[src/rtl/kdsl_pkg.sv]
// ----------------------------------------------------------------------------
// Key debounce package
// Shared payload types, register indexes and debounce constants for the
// short/long key press detector.
// ----------------------------------------------------------------------------
package kdsl_pkg;

  // Configuration port geometry
  localparam int CFG_IDX_W  = 2;
  localparam int CFG_DATA_W = 16;

  // Configuration register indexes
  localparam logic [CFG_IDX_W-1:0] CFG_LONG_PRESS_MS   = 2'd0;
  localparam logic [CFG_IDX_W-1:0] CFG_CONTINUOUS_LONG = 2'd1;

  // Reset value of the long press threshold in milliseconds
  localparam logic [15:0] LONG_PRESS_MS_RST = 16'd1000;

  // Debounce mask patterns that declare a press and a release
  localparam logic [7:0] MASK_PRESS   = 8'h7f;
  localparam logic [7:0] MASK_RELEASE = 8'h01;

  // One scan sample
  typedef struct packed {
    logic        key_level;
    logic [31:0] now_ms;
  } in_t;

  // One result item
  typedef struct packed {
    logic       short_event;
    logic       long_event;
    logic [2:0] press_phase;
  } out_t;

  // Edges declared by the debouncer for the current sample
  typedef struct packed {
    logic press;
    logic release_evt;
  } deb_evt_t;

endpackage

[src/rtl/kdsl_debounce.sv]
// ----------------------------------------------------------------------------
// Key debounce shift mask
// Holds the 8-bit debounce mask and declares press and release edges for the
// sample being processed.
// ----------------------------------------------------------------------------
module kdsl_debounce (
  input  logic              clk,
  input  logic              rst_n,
  input  logic              step,
  input  logic              held,
  output kdsl_pkg::deb_evt_t evt
);
  import kdsl_pkg::*;

  logic [7:0] mask_r;
  logic [7:0] mask_nxt;
  logic [7:0] mask_mid;

  // Pressed samples fill from the bottom and shift left, released samples
  // shift right. The edge is judged on the intermediate value.
  always_comb begin
    if (held) begin
      mask_mid        = mask_r | 8'h01;
      mask_nxt        = {mask_mid[6:0], 1'b0};
      evt.press       = (mask_mid == MASK_PRESS);
      evt.release_evt = 1'b0;
    end else begin
      mask_mid        = {1'b0, mask_r[7:1]};
      mask_nxt        = mask_mid;
      evt.press       = 1'b0;
      evt.release_evt = (mask_mid == MASK_RELEASE);
    end
  end

  // Mask register advances once per processed sample.
  always_ff @(posedge clk) begin
    if (!rst_n) begin
      mask_r <= 8'h00;
    end else if (step) begin
      mask_r <= mask_nxt;
    end
  end

endmodule

[src/rtl/kdsl_phase.sv]
// ----------------------------------------------------------------------------
// Key press phase machine
// Tracks the press phase and start time, and produces the short and long
// press events for each processed sample.
// ----------------------------------------------------------------------------
module kdsl_phase (
  input  logic               clk,
  input  logic               rst_n,
  input  logic               step,
  input  logic               held,
  input  logic [31:0]        now_ms,
  input  kdsl_pkg::deb_evt_t evt,
  input  logic [15:0]        long_press_ms,
  input  logic               continuous_long,
  output logic               short_ev,
  output logic               long_ev,
  output logic [2:0]         phase_out
);
  import kdsl_pkg::*;

  typedef enum logic [2:0] {
    PH_IDLE     = 3'd0,
    PH_PRESSED  = 3'd1,
    PH_SHORT    = 3'd2,
    PH_LONG     = 3'd3,
    PH_RELEASED = 3'd4
  } phase_t;

  phase_t      phase_r;
  phase_t      phase_nxt;
  phase_t      phase_ovr;
  logic [31:0] start_r;
  logic [31:0] start_nxt;
  logic [31:0] elapsed;

  // Debouncer edges override the stored phase, and a press latches the start time.
  always_comb begin
    if (evt.release_evt) begin
      phase_ovr = PH_RELEASED;
    end else if (evt.press) begin
      phase_ovr = PH_PRESSED;
    end else begin
      phase_ovr = phase_r;
    end
    start_nxt = evt.press ? now_ms : start_r;
    elapsed   = now_ms - start_nxt;
  end

  // Phase transitions and events for this sample.
  always_comb begin
    phase_nxt = phase_ovr;
    short_ev  = 1'b0;
    long_ev   = 1'b0;
    unique case (phase_ovr)
      PH_PRESSED: begin
        phase_nxt = PH_SHORT;
      end
      PH_SHORT: begin
        if (held) begin
          if (elapsed >= {16'd0, long_press_ms}) begin
            phase_nxt = PH_LONG;
          end
        end else begin
          short_ev  = 1'b1;
          phase_nxt = PH_IDLE;
        end
      end
      PH_LONG: begin
        if (!continuous_long) begin
          phase_nxt = PH_IDLE;
        end
        long_ev = 1'b1;
      end
      PH_RELEASED: begin
        phase_nxt = PH_IDLE;
      end
      default: begin
        phase_nxt = phase_ovr;
      end
    endcase
  end

  assign phase_out = phase_nxt;

  // Phase and start time registers.
  always_ff @(posedge clk) begin
    if (!rst_n) begin
      phase_r <= PH_IDLE;
      start_r <= 32'd0;
    end else if (step) begin
      phase_r <= phase_nxt;
      start_r <= start_nxt;
    end
  end

  // Transient phases are always resolved within the same sample.
  a_no_transient: assert property (@(posedge clk) disable iff (!rst_n)
    (phase_r != PH_PRESSED) && (phase_r != PH_RELEASED))
    else $error("transient press phase was stored");

  // A long event comes only from the long phase without a release that tick.
  a_long_src: assert property (@(posedge clk) disable iff (!rst_n)
    step && long_ev |-> (phase_r == PH_LONG) && !evt.release_evt)
    else $error("long event outside the long phase");

  // A short event always returns the machine to idle.
  a_short_idle: assert property (@(posedge clk) disable iff (!rst_n)
    step && short_ev |=> (phase_r == PH_IDLE))
    else $error("short event did not return to idle");

endmodule

[src/rtl/key_debounce_short_long_press.sv]
// ----------------------------------------------------------------------------
// Key debounce with short and long press detection
// Top level: input register, debounce and phase logic, result register and
// the configuration registers.
// ----------------------------------------------------------------------------
// Usage:
//   Each transfer on the in_ channel is one scan tick carrying the raw,
//   active-low key level and the current millisecond timestamp. Every tick
//   produces exactly one transfer on the out_ channel with the short and
//   long press events and the press phase after that tick.
//   A tick is captured in the input register and then processed into the
//   result register, where out_valid is raised. One tick is accepted per
//   cycle while the receiver is not stalling; the state update of the shift
//   mask and phase machine is a single registered pass per tick.
//   When the receiver stalls, the result register holds its item and the
//   input register holds the next one; in_ready drops only while both are
//   full, so no item is lost or repeated.
//   Reset (rst_n low, synchronous) empties both registers, clears the mask,
//   the phase and the start time, and sets the threshold to 1000 ms with
//   single-shot long events. Configuration writes are registered, and the user
//   must make them only while no tick is in flight; the block does not enforce this.
// ----------------------------------------------------------------------------
module key_debounce_short_long_press (
  input  logic                                 clk,
  input  logic                                 rst_n,
  input  logic                                 in_valid,
  output logic                                 in_ready,
  input  kdsl_pkg::in_t                        in_data,
  output logic                                 out_valid,
  input  logic                                 out_ready,
  output kdsl_pkg::out_t                       out_data,
  input  logic                                 cfg_we,
  input  logic [kdsl_pkg::CFG_IDX_W-1:0]       cfg_index,
  input  logic [kdsl_pkg::CFG_DATA_W-1:0]      cfg_wdata
);
  import kdsl_pkg::*;

  in_t         in_r;
  logic        in_valid_r;
  out_t        out_r;
  logic        out_valid_r;
  logic [15:0] long_press_ms_r;
  logic        continuous_long_r;
  logic        advance;
  logic        held;
  deb_evt_t    evt;
  logic        short_ev;
  logic        long_ev;
  logic [2:0]  phase_out;

  // A buffered tick is processed when the result register can take it.
  assign advance   = in_valid_r && (!out_valid_r || out_ready);
  assign in_ready  = !in_valid_r || advance;
  assign held      = !in_r.key_level;
  assign out_valid = out_valid_r;
  assign out_data  = out_r;

  // Input register.
  always_ff @(posedge clk) begin
    if (!rst_n) begin
      in_valid_r <= 1'b0;
    end else if (in_ready) begin
      in_valid_r <= in_valid;
    end
  end

  always_ff @(posedge clk) begin
    if (in_valid && in_ready) begin
      in_r <= in_data;
    end
  end

  // Result register.
  always_ff @(posedge clk) begin
    if (!rst_n) begin
      out_valid_r <= 1'b0;
    end else if (advance) begin
      out_valid_r <= 1'b1;
    end else if (out_ready) begin
      out_valid_r <= 1'b0;
    end
  end

  always_ff @(posedge clk) begin
    if (advance) begin
      out_r.short_event <= short_ev;
      out_r.long_event  <= long_ev;
      out_r.press_phase <= phase_out;
    end
  end

  // Configuration registers; unknown indexes are ignored.
  always_ff @(posedge clk) begin
    if (!rst_n) begin
      long_press_ms_r   <= LONG_PRESS_MS_RST;
      continuous_long_r <= 1'b0;
    end else if (cfg_we) begin
      if (cfg_index == CFG_LONG_PRESS_MS) begin
        long_press_ms_r <= cfg_wdata[15:0];
      end else if (cfg_index == CFG_CONTINUOUS_LONG) begin
        continuous_long_r <= cfg_wdata[0];
      end
    end
  end

  kdsl_debounce u_debounce (
    .clk   (clk),
    .rst_n (rst_n),
    .step  (advance),
    .held  (held),
    .evt   (evt)
  );

  kdsl_phase u_phase (
    .clk             (clk),
    .rst_n           (rst_n),
    .step            (advance),
    .held            (held),
    .now_ms          (in_r.now_ms),
    .evt             (evt),
    .long_press_ms   (long_press_ms_r),
    .continuous_long (continuous_long_r),
    .short_ev        (short_ev),
    .long_ev         (long_ev),
    .phase_out       (phase_out)
  );

endmodule
[config.mk]
export PLATFORM = sky130hd
export DESIGN_NAME = key_debounce_short_long_press
export DESIGN_NICKNAME = d
export VERILOG_FILES = /design/src/rtl/kdsl_pkg.sv /design/src/rtl/kdsl_debounce.sv /design/src/rtl/kdsl_phase.sv /design/src/rtl/key_debounce_short_long_press.sv
export SDC_FILE = /design/constraint.sdc
export NUM_CORES = 1
export LEC_CHECK = 0
export BUFFER_PORTS_ARGS = -buffer_cell sky130_fd_sc_hd__buf_2
export CELL_PAD_IN_SITES_DETAIL_PLACEMENT = 1
export CELL_PAD_IN_SITES_GLOBAL_PLACEMENT = 2
export CORE_MARGIN = 2
export CORE_UTILIZATION = 40
export CTS_BUF_LIST = sky130_fd_sc_hd__clkbuf_4
export CTS_CLUSTER_DIAMETER = 40
export DETAILED_ROUTE_END_ITERATION = 10
export PLACE_DENSITY_LB_ADDON = 0.1
export SLEW_MARGIN = 20
export SYNTH_ARGS = -nofsm -noshare
export SYNTH_HDL_FRONTEND = slang
export SYNTH_SLANG_ARGS = --single-unit
[constraint.sdc]
create_clock -name clk -period 15.29 [get_ports clk]
set_input_delay 0.7645 -clock clk [delete_from_list [all_inputs] [get_ports clk]]
set_output_delay 0.7645 -clock clk [all_outputs]
set_load 0.02 [all_outputs]
* Yosys cells after proc, flatten, opt, wreduce, memory -nomap -nowiden *
Index checks and enable logic that the tools add are counted.

cells by class
  add/subtract/negate cells = 1
  multipliers = 0
  divide/modulo/power cells = 0
  order comparisons = 1
  equality and inequality tests = 7
  shift-type cells = 0
  multiplexer cells = 13
  bitwise gates (word level) = 1
  reductions and logical operators = 10

operators with widths
  operator            number
  $ge 32x16->1        1
  $mux 32             1
  $sub 32x32->32      1
  $mux 3              5
  $pmux 3 s4          1
  $mux 8              1
  $eq 7x1->1 const B  1
  $eq 7x6->1 const B  1
  $eq 3x2->1 const B  2
  $mux 1              4
  $eq 3x1->1 const B  1
  $eq 3x3->1 const B  1
  $reduce_and 3->1    1
  $eq 2x1->1 const B  1
  $logic_and 1x1->1   2
  $logic_not 1->1     2
  $logic_not 2->1     1
  $logic_or 1x1->1    2
  $mux 2              1
  $reduce_and 2->1    1
  $reduce_bool 2->1   1
  $not 1->1           1

word-level totals
  bits in registers = 100
  latch bits = 0
  memory bits (writable) = 0
  ROM bits = 0
  output and inout bits = 7
  logic and storage cells = 45
  memories kept = 0

* Depth between registers and ports, before layout *
  word-level depth = 8
  gate-level depth with buffers = 25
  mapped depth without buffers = 23

* Modules after synthesis *
From an unflattened synthesis, not the netlist that was laid out.

second synthesis, totals
  cell total of the unflattened synthesis = 689
  area, all modules = 6323.6 sq um

modules (own cells, without submodules)
  module                         instances  cells an instance  area each (sq um)  sequential area each (sq um)
  kdsl_phase                     1          531                4040.1             700.7
  key_debounce_short_long_press  1          122                1958.1             1521.5
  kdsl_debounce                  1          36                 325.3              140.1

* Worst setup path after synthesis *
No wires, ideal clock.

  path kind = reg2reg
  from = register in_r[32] (netlist name)
  to = register out_r, in the netlist out_data[0], data pin
  data arrival time = 5.366 ns
  path slack = 9.665 ns
  stages on the path, launching flop included = 24
  buffers on the path = 2
  clock period less this slack = 5.625 ns
  cells stage by stage = edfxtp_1 nand4bb_2 nor2_4 buf_6 clkbuf_1 mux2i_1 ha_1 nor2b_1 o311a_2 o211ai_4 nand2_1 a2111oi_0 nor2_1 ha_1 a21oi_1 nand2_1 a211o_1 a2111oi_2 nand3b_1 mux2i_1 nand2_1 nor4_2 a31oi_1 or2_1

on the way
  word-level cells in the longest chain between the ends = 7

RTL lines
  item                    line                                 RTL
  start, declared         key_debounce_short_long_press.sv:38  in_t in_r;
  start signal, assigned  key_debounce_short_long_press.sv:69  in_r <= in_data;
  $mux 2                  kdsl_debounce.sv:22                  if (held) begin
  $mux 32                 kdsl_phase.sv:45                     start_nxt = evt.press ? now_ms : start_r;
  $sub 32x32->32          kdsl_phase.sv:46                     elapsed = now_ms - start_nxt;
  $ge 32x16->1            kdsl_phase.sv:60                     if (elapsed >= {16'd0, long_press_ms}) begin
  $mux 3                  kdsl_phase.sv:60
  $mux 3                  kdsl_phase.sv:59                     if (held) begin
  $pmux 3 s4 *            kdsl_phase.sv:54                     unique case (phase_ovr)
  named net phase_out[0]  key_debounce_short_long_press.sv:49  logic [2:0] phase_out;
  end, declared           key_debounce_short_long_press.sv:40  out_t out_r;

Mark *: on every way through the listed nets, which the timed path passes. The rest lies on a longest branch.
A chain may end at the register's enable or synchronous reset.

* Worst setup path in the final report *
Same ends and word-level chain as after synthesis.

==> reports/qor.yml <==
setup_tns_ns: 0
die_y_um: 134
synth-edff-count: 38
netlist_area_sq_mm: 0.00678
hp-class: "input pin to register"
cp-start-kind: "register"
grt_pass1_vias: 5917
start_util_pct: 40.9
crit_path_max_fanout: 42
synthCells: 754
holdWs_ns: 0.422
cts_sinks: 99
syn_nets: 855
grt_overflow: 0
synth.top_cells.by_area: "dfxtp_1, edfxtp_1, ha_1"
crit_path_frequent_cell: "nand2_1"
critical_path.endpoint_type: "register"
async_flop_share_pct: 0
crit_required_ns: 15.56
finalCritPeriodShare_pct: 41.0
worst_slew_margin_rel_pct: 34.8
cts_hold_buf: 0
insertion_delay_ns: 0.50
grt_antenna_before_repair: 1
rsz0062_at_grt: "no"
worst_pin_slew_ns: 0.978
track_usage_pct: 22.7
vias: 5778
finClkSkew_ns: 0.0214
max_stage_delay_ns: 0.62
synth_cell_types: 90
synth.avg_cell_area_sq_um: 9.00
ir_drop_uv: 57.8
h-tree-depth: 3
slew_violations: 0
grt_util_met3_pct: 2.95
synth_top_area_share_pct: 18.0
use_met2_pct: 36.8
synth.most_common_cell: "nand2_1"
cp_data_arrival_time_ns: 6.53
synth-seq-cells: 99
ys.warnings.count: 0
min_period_ns: 6.26
grt_util_met1_pct: 32.5
drv_cap: 0
area_growth_syn_to_layout_pct: 8.19
gp_congestion: 0.900
cts_buffers: 9
via_per_inst: 5.66
setup_slack_ns: 9.03
synthFlopType: "dfxtp_1"
cts_tree: "built"
portBuffers: 62
detail_route.wirelength_mm: 20.0
firstDrtPassIters: 5
drtIter0Drc: 238
ys_seq_area_share_pct: 34.8
max_freq_ghz: 0.160
grt_first_pass_wirelength_mm: 32.1
yosys-top-cells-count: "nand2_1, dfxtp_1, a21oi_1"
grt_max_degree: 62
grt_busiest_layer: "met2"
power.static_leakage_nw: 2.77
drive_above_1_share_pct: 15.5
die_area_sq_mm: 0.0180
outcome: "finished, final reports clean"
drtAntennaViolNets: 0
nets: 896
clk_path_buf_depth: 2
avgRoutedWirePerCell_um: 19.6
crit_type: "register to register"
clk_pin_slew_worst_paths_ns: 0.17
die_w_um: 134
crit_chain: "nand4bb_2, nor2_4, buf_4, mux2i_1, ha_1, a21oi_1, o21ai_0, nor2_1, o2bb2ai_1, nand2_1, nand2_1, xor2_1, ha_1, a21o_1, a21oi_1, o221ai_1, a2111oi_2, nand3b_1, mux2i_1, nand2_1, nor4_2, a31oi_1, or2_1"
dp_slack_ns: 9.11
fillers: 1992
rows: 47
drc: 0
synth_top_cell_by_area: "dfxtp_1"
crit_slowest_cell: "edfxtp_1"
final_hold_viol_count: 0
cts_setup_buffers: 0
core_sq_mm: 0.0166
io_pins: 63
setup_violations: 0
cts_root_buf: "clkbuf_4"
place_hpwl_mm: 15.3
cts_resized: 0
p_per_area_mw_per_mm2: 74.6
critical path, delay by kind of cell, from the launching register on:
kind	cells	cell delay, ns
compound gates	8	1.66
xor+xnor	1	0.15
mux	2	0.51
buf+inv	1	0.55
flops	1	0.62
fa+ha+maj	2	0.66
simple gates	9	1.84
layer usage:
| metal | up-vias | share of wire [%] |
|---|---|---|
| met5 | - | 0 |
| li1 | 2830 | - |
| met3 | 11 | 2.7 |
| met2 | 74 | 46 |
| met4 | 0 | 0.79 |
| met1 | 2863 | 50 |
where the power goes:
group          internal [W]  leakage (nW)  total (W)  switching (W)
clock network     0.0000384        0.0679   0.000135      0.0000967
registers          0.000285         0.865   0.000294     0.00000912
logic             0.0000469          1.84   0.000118      0.0000710
final cells by class:
type | instances | area [sq um] | share of cell area (%)
multi-input combinational | 588 | 4120 | 56.2
sequential | 99 | 2360 | 32.2
timing repair buffer | 65 | 335 | 4.57
tap | 220 | 275 | 3.75
inverter | 32 | 120 | 1.64
clock buffer | 11 | 82.6 | 1.13
clock inverter | 5 | 38.8 | 0.529
antenna | 1 | 2.50 | 0.0341
cell families (layout without fill, tap and decap cells):
family	after synthesis	after routing	synth area share, %
other	0	1	0
xor gates and xnor gates	23	23	3.08
muxes	35	35	5.17
AOI/OAI and AO/OA	217	217	23.7
and+or+nand+nor	266	266	20.0
DFF	99	99	34.8
adders and majority gates	47	47	8.71
buffers and inverters	67	113	4.59
final timing paths:
check                           start                  end  slack [ns]  cells after the start
hold / removal             in_data[1]              in_r[1]        0.42                      1
setup / recovery             in_r[32]          out_data[0]        9.03                     23
setup reg to reg             in_r[32]          out_data[0]        9.03                     23
hold reg to reg   u_phase.start_r[19]  u_phase.start_r[19]        0.48                      2
state kept, by name, indices dropped and copies added (netlist names):
register	count
out_data	5
in_valid_r	1
in_r	33
u_phase.start_r	32
long_press_ms_r	16
u_phase.phase_r	3
continuous_long_r	1
out_valid	1
u_debounce.mask_r	7
layout by cell type (no fill, tap or decap), types with 7 or more instances in the layout:
| master | instances |
|---|---|
| dfxtp_1 | 61 |
| mux2i_1 | 35 |
| o211ai_1 | 12 |
| buf_2 | 61 |
| clkbuf_4 | 11 |
| ha_1 | 44 |
| a21boi_0 | 39 |
| a211oi_1 | 8 |
| inv_1 | 32 |
| nor2b_1 | 11 |
| xor2_1 | 14 |
| nor3_1 | 9 |
| nor2_1 | 30 |
| edfxtp_1 | 38 |
| o21ai_0 | 18 |
| o211a_1 | 11 |
| nand2b_1 | 9 |
| nand4_1 | 10 |
| nand3_1 | 14 |
| xnor2_1 | 8 |
| a21o_1 | 7 |
| nand2_1 | 133 |
| o21a_1 | 9 |
| a21oi_1 | 52 |
through the flow:
| stage | utilization [%] | area (sq um) | total power [W] | cells |
|---|---|---|---|---|
| 2_1_floorplan | - | 6780 | 0.000379 | 754 |
| 5_1_grt | 44.3 | 7340 | 0.000577 | 1021 |
| 4_1_cts | 44.2 | 7330 | 0.000554 | 1020 |
| 3_3_place_gp | 43.5 | 7210 | 0.000413 | 1004 |
| 6_report | 44.3 | 7340 | 0.000547 | 1021 |
| 3_5_place_dp | 43.5 | 7210 | 0.000417 | 1004 |
Note: power is estimated with default switching activity, not from simulation.
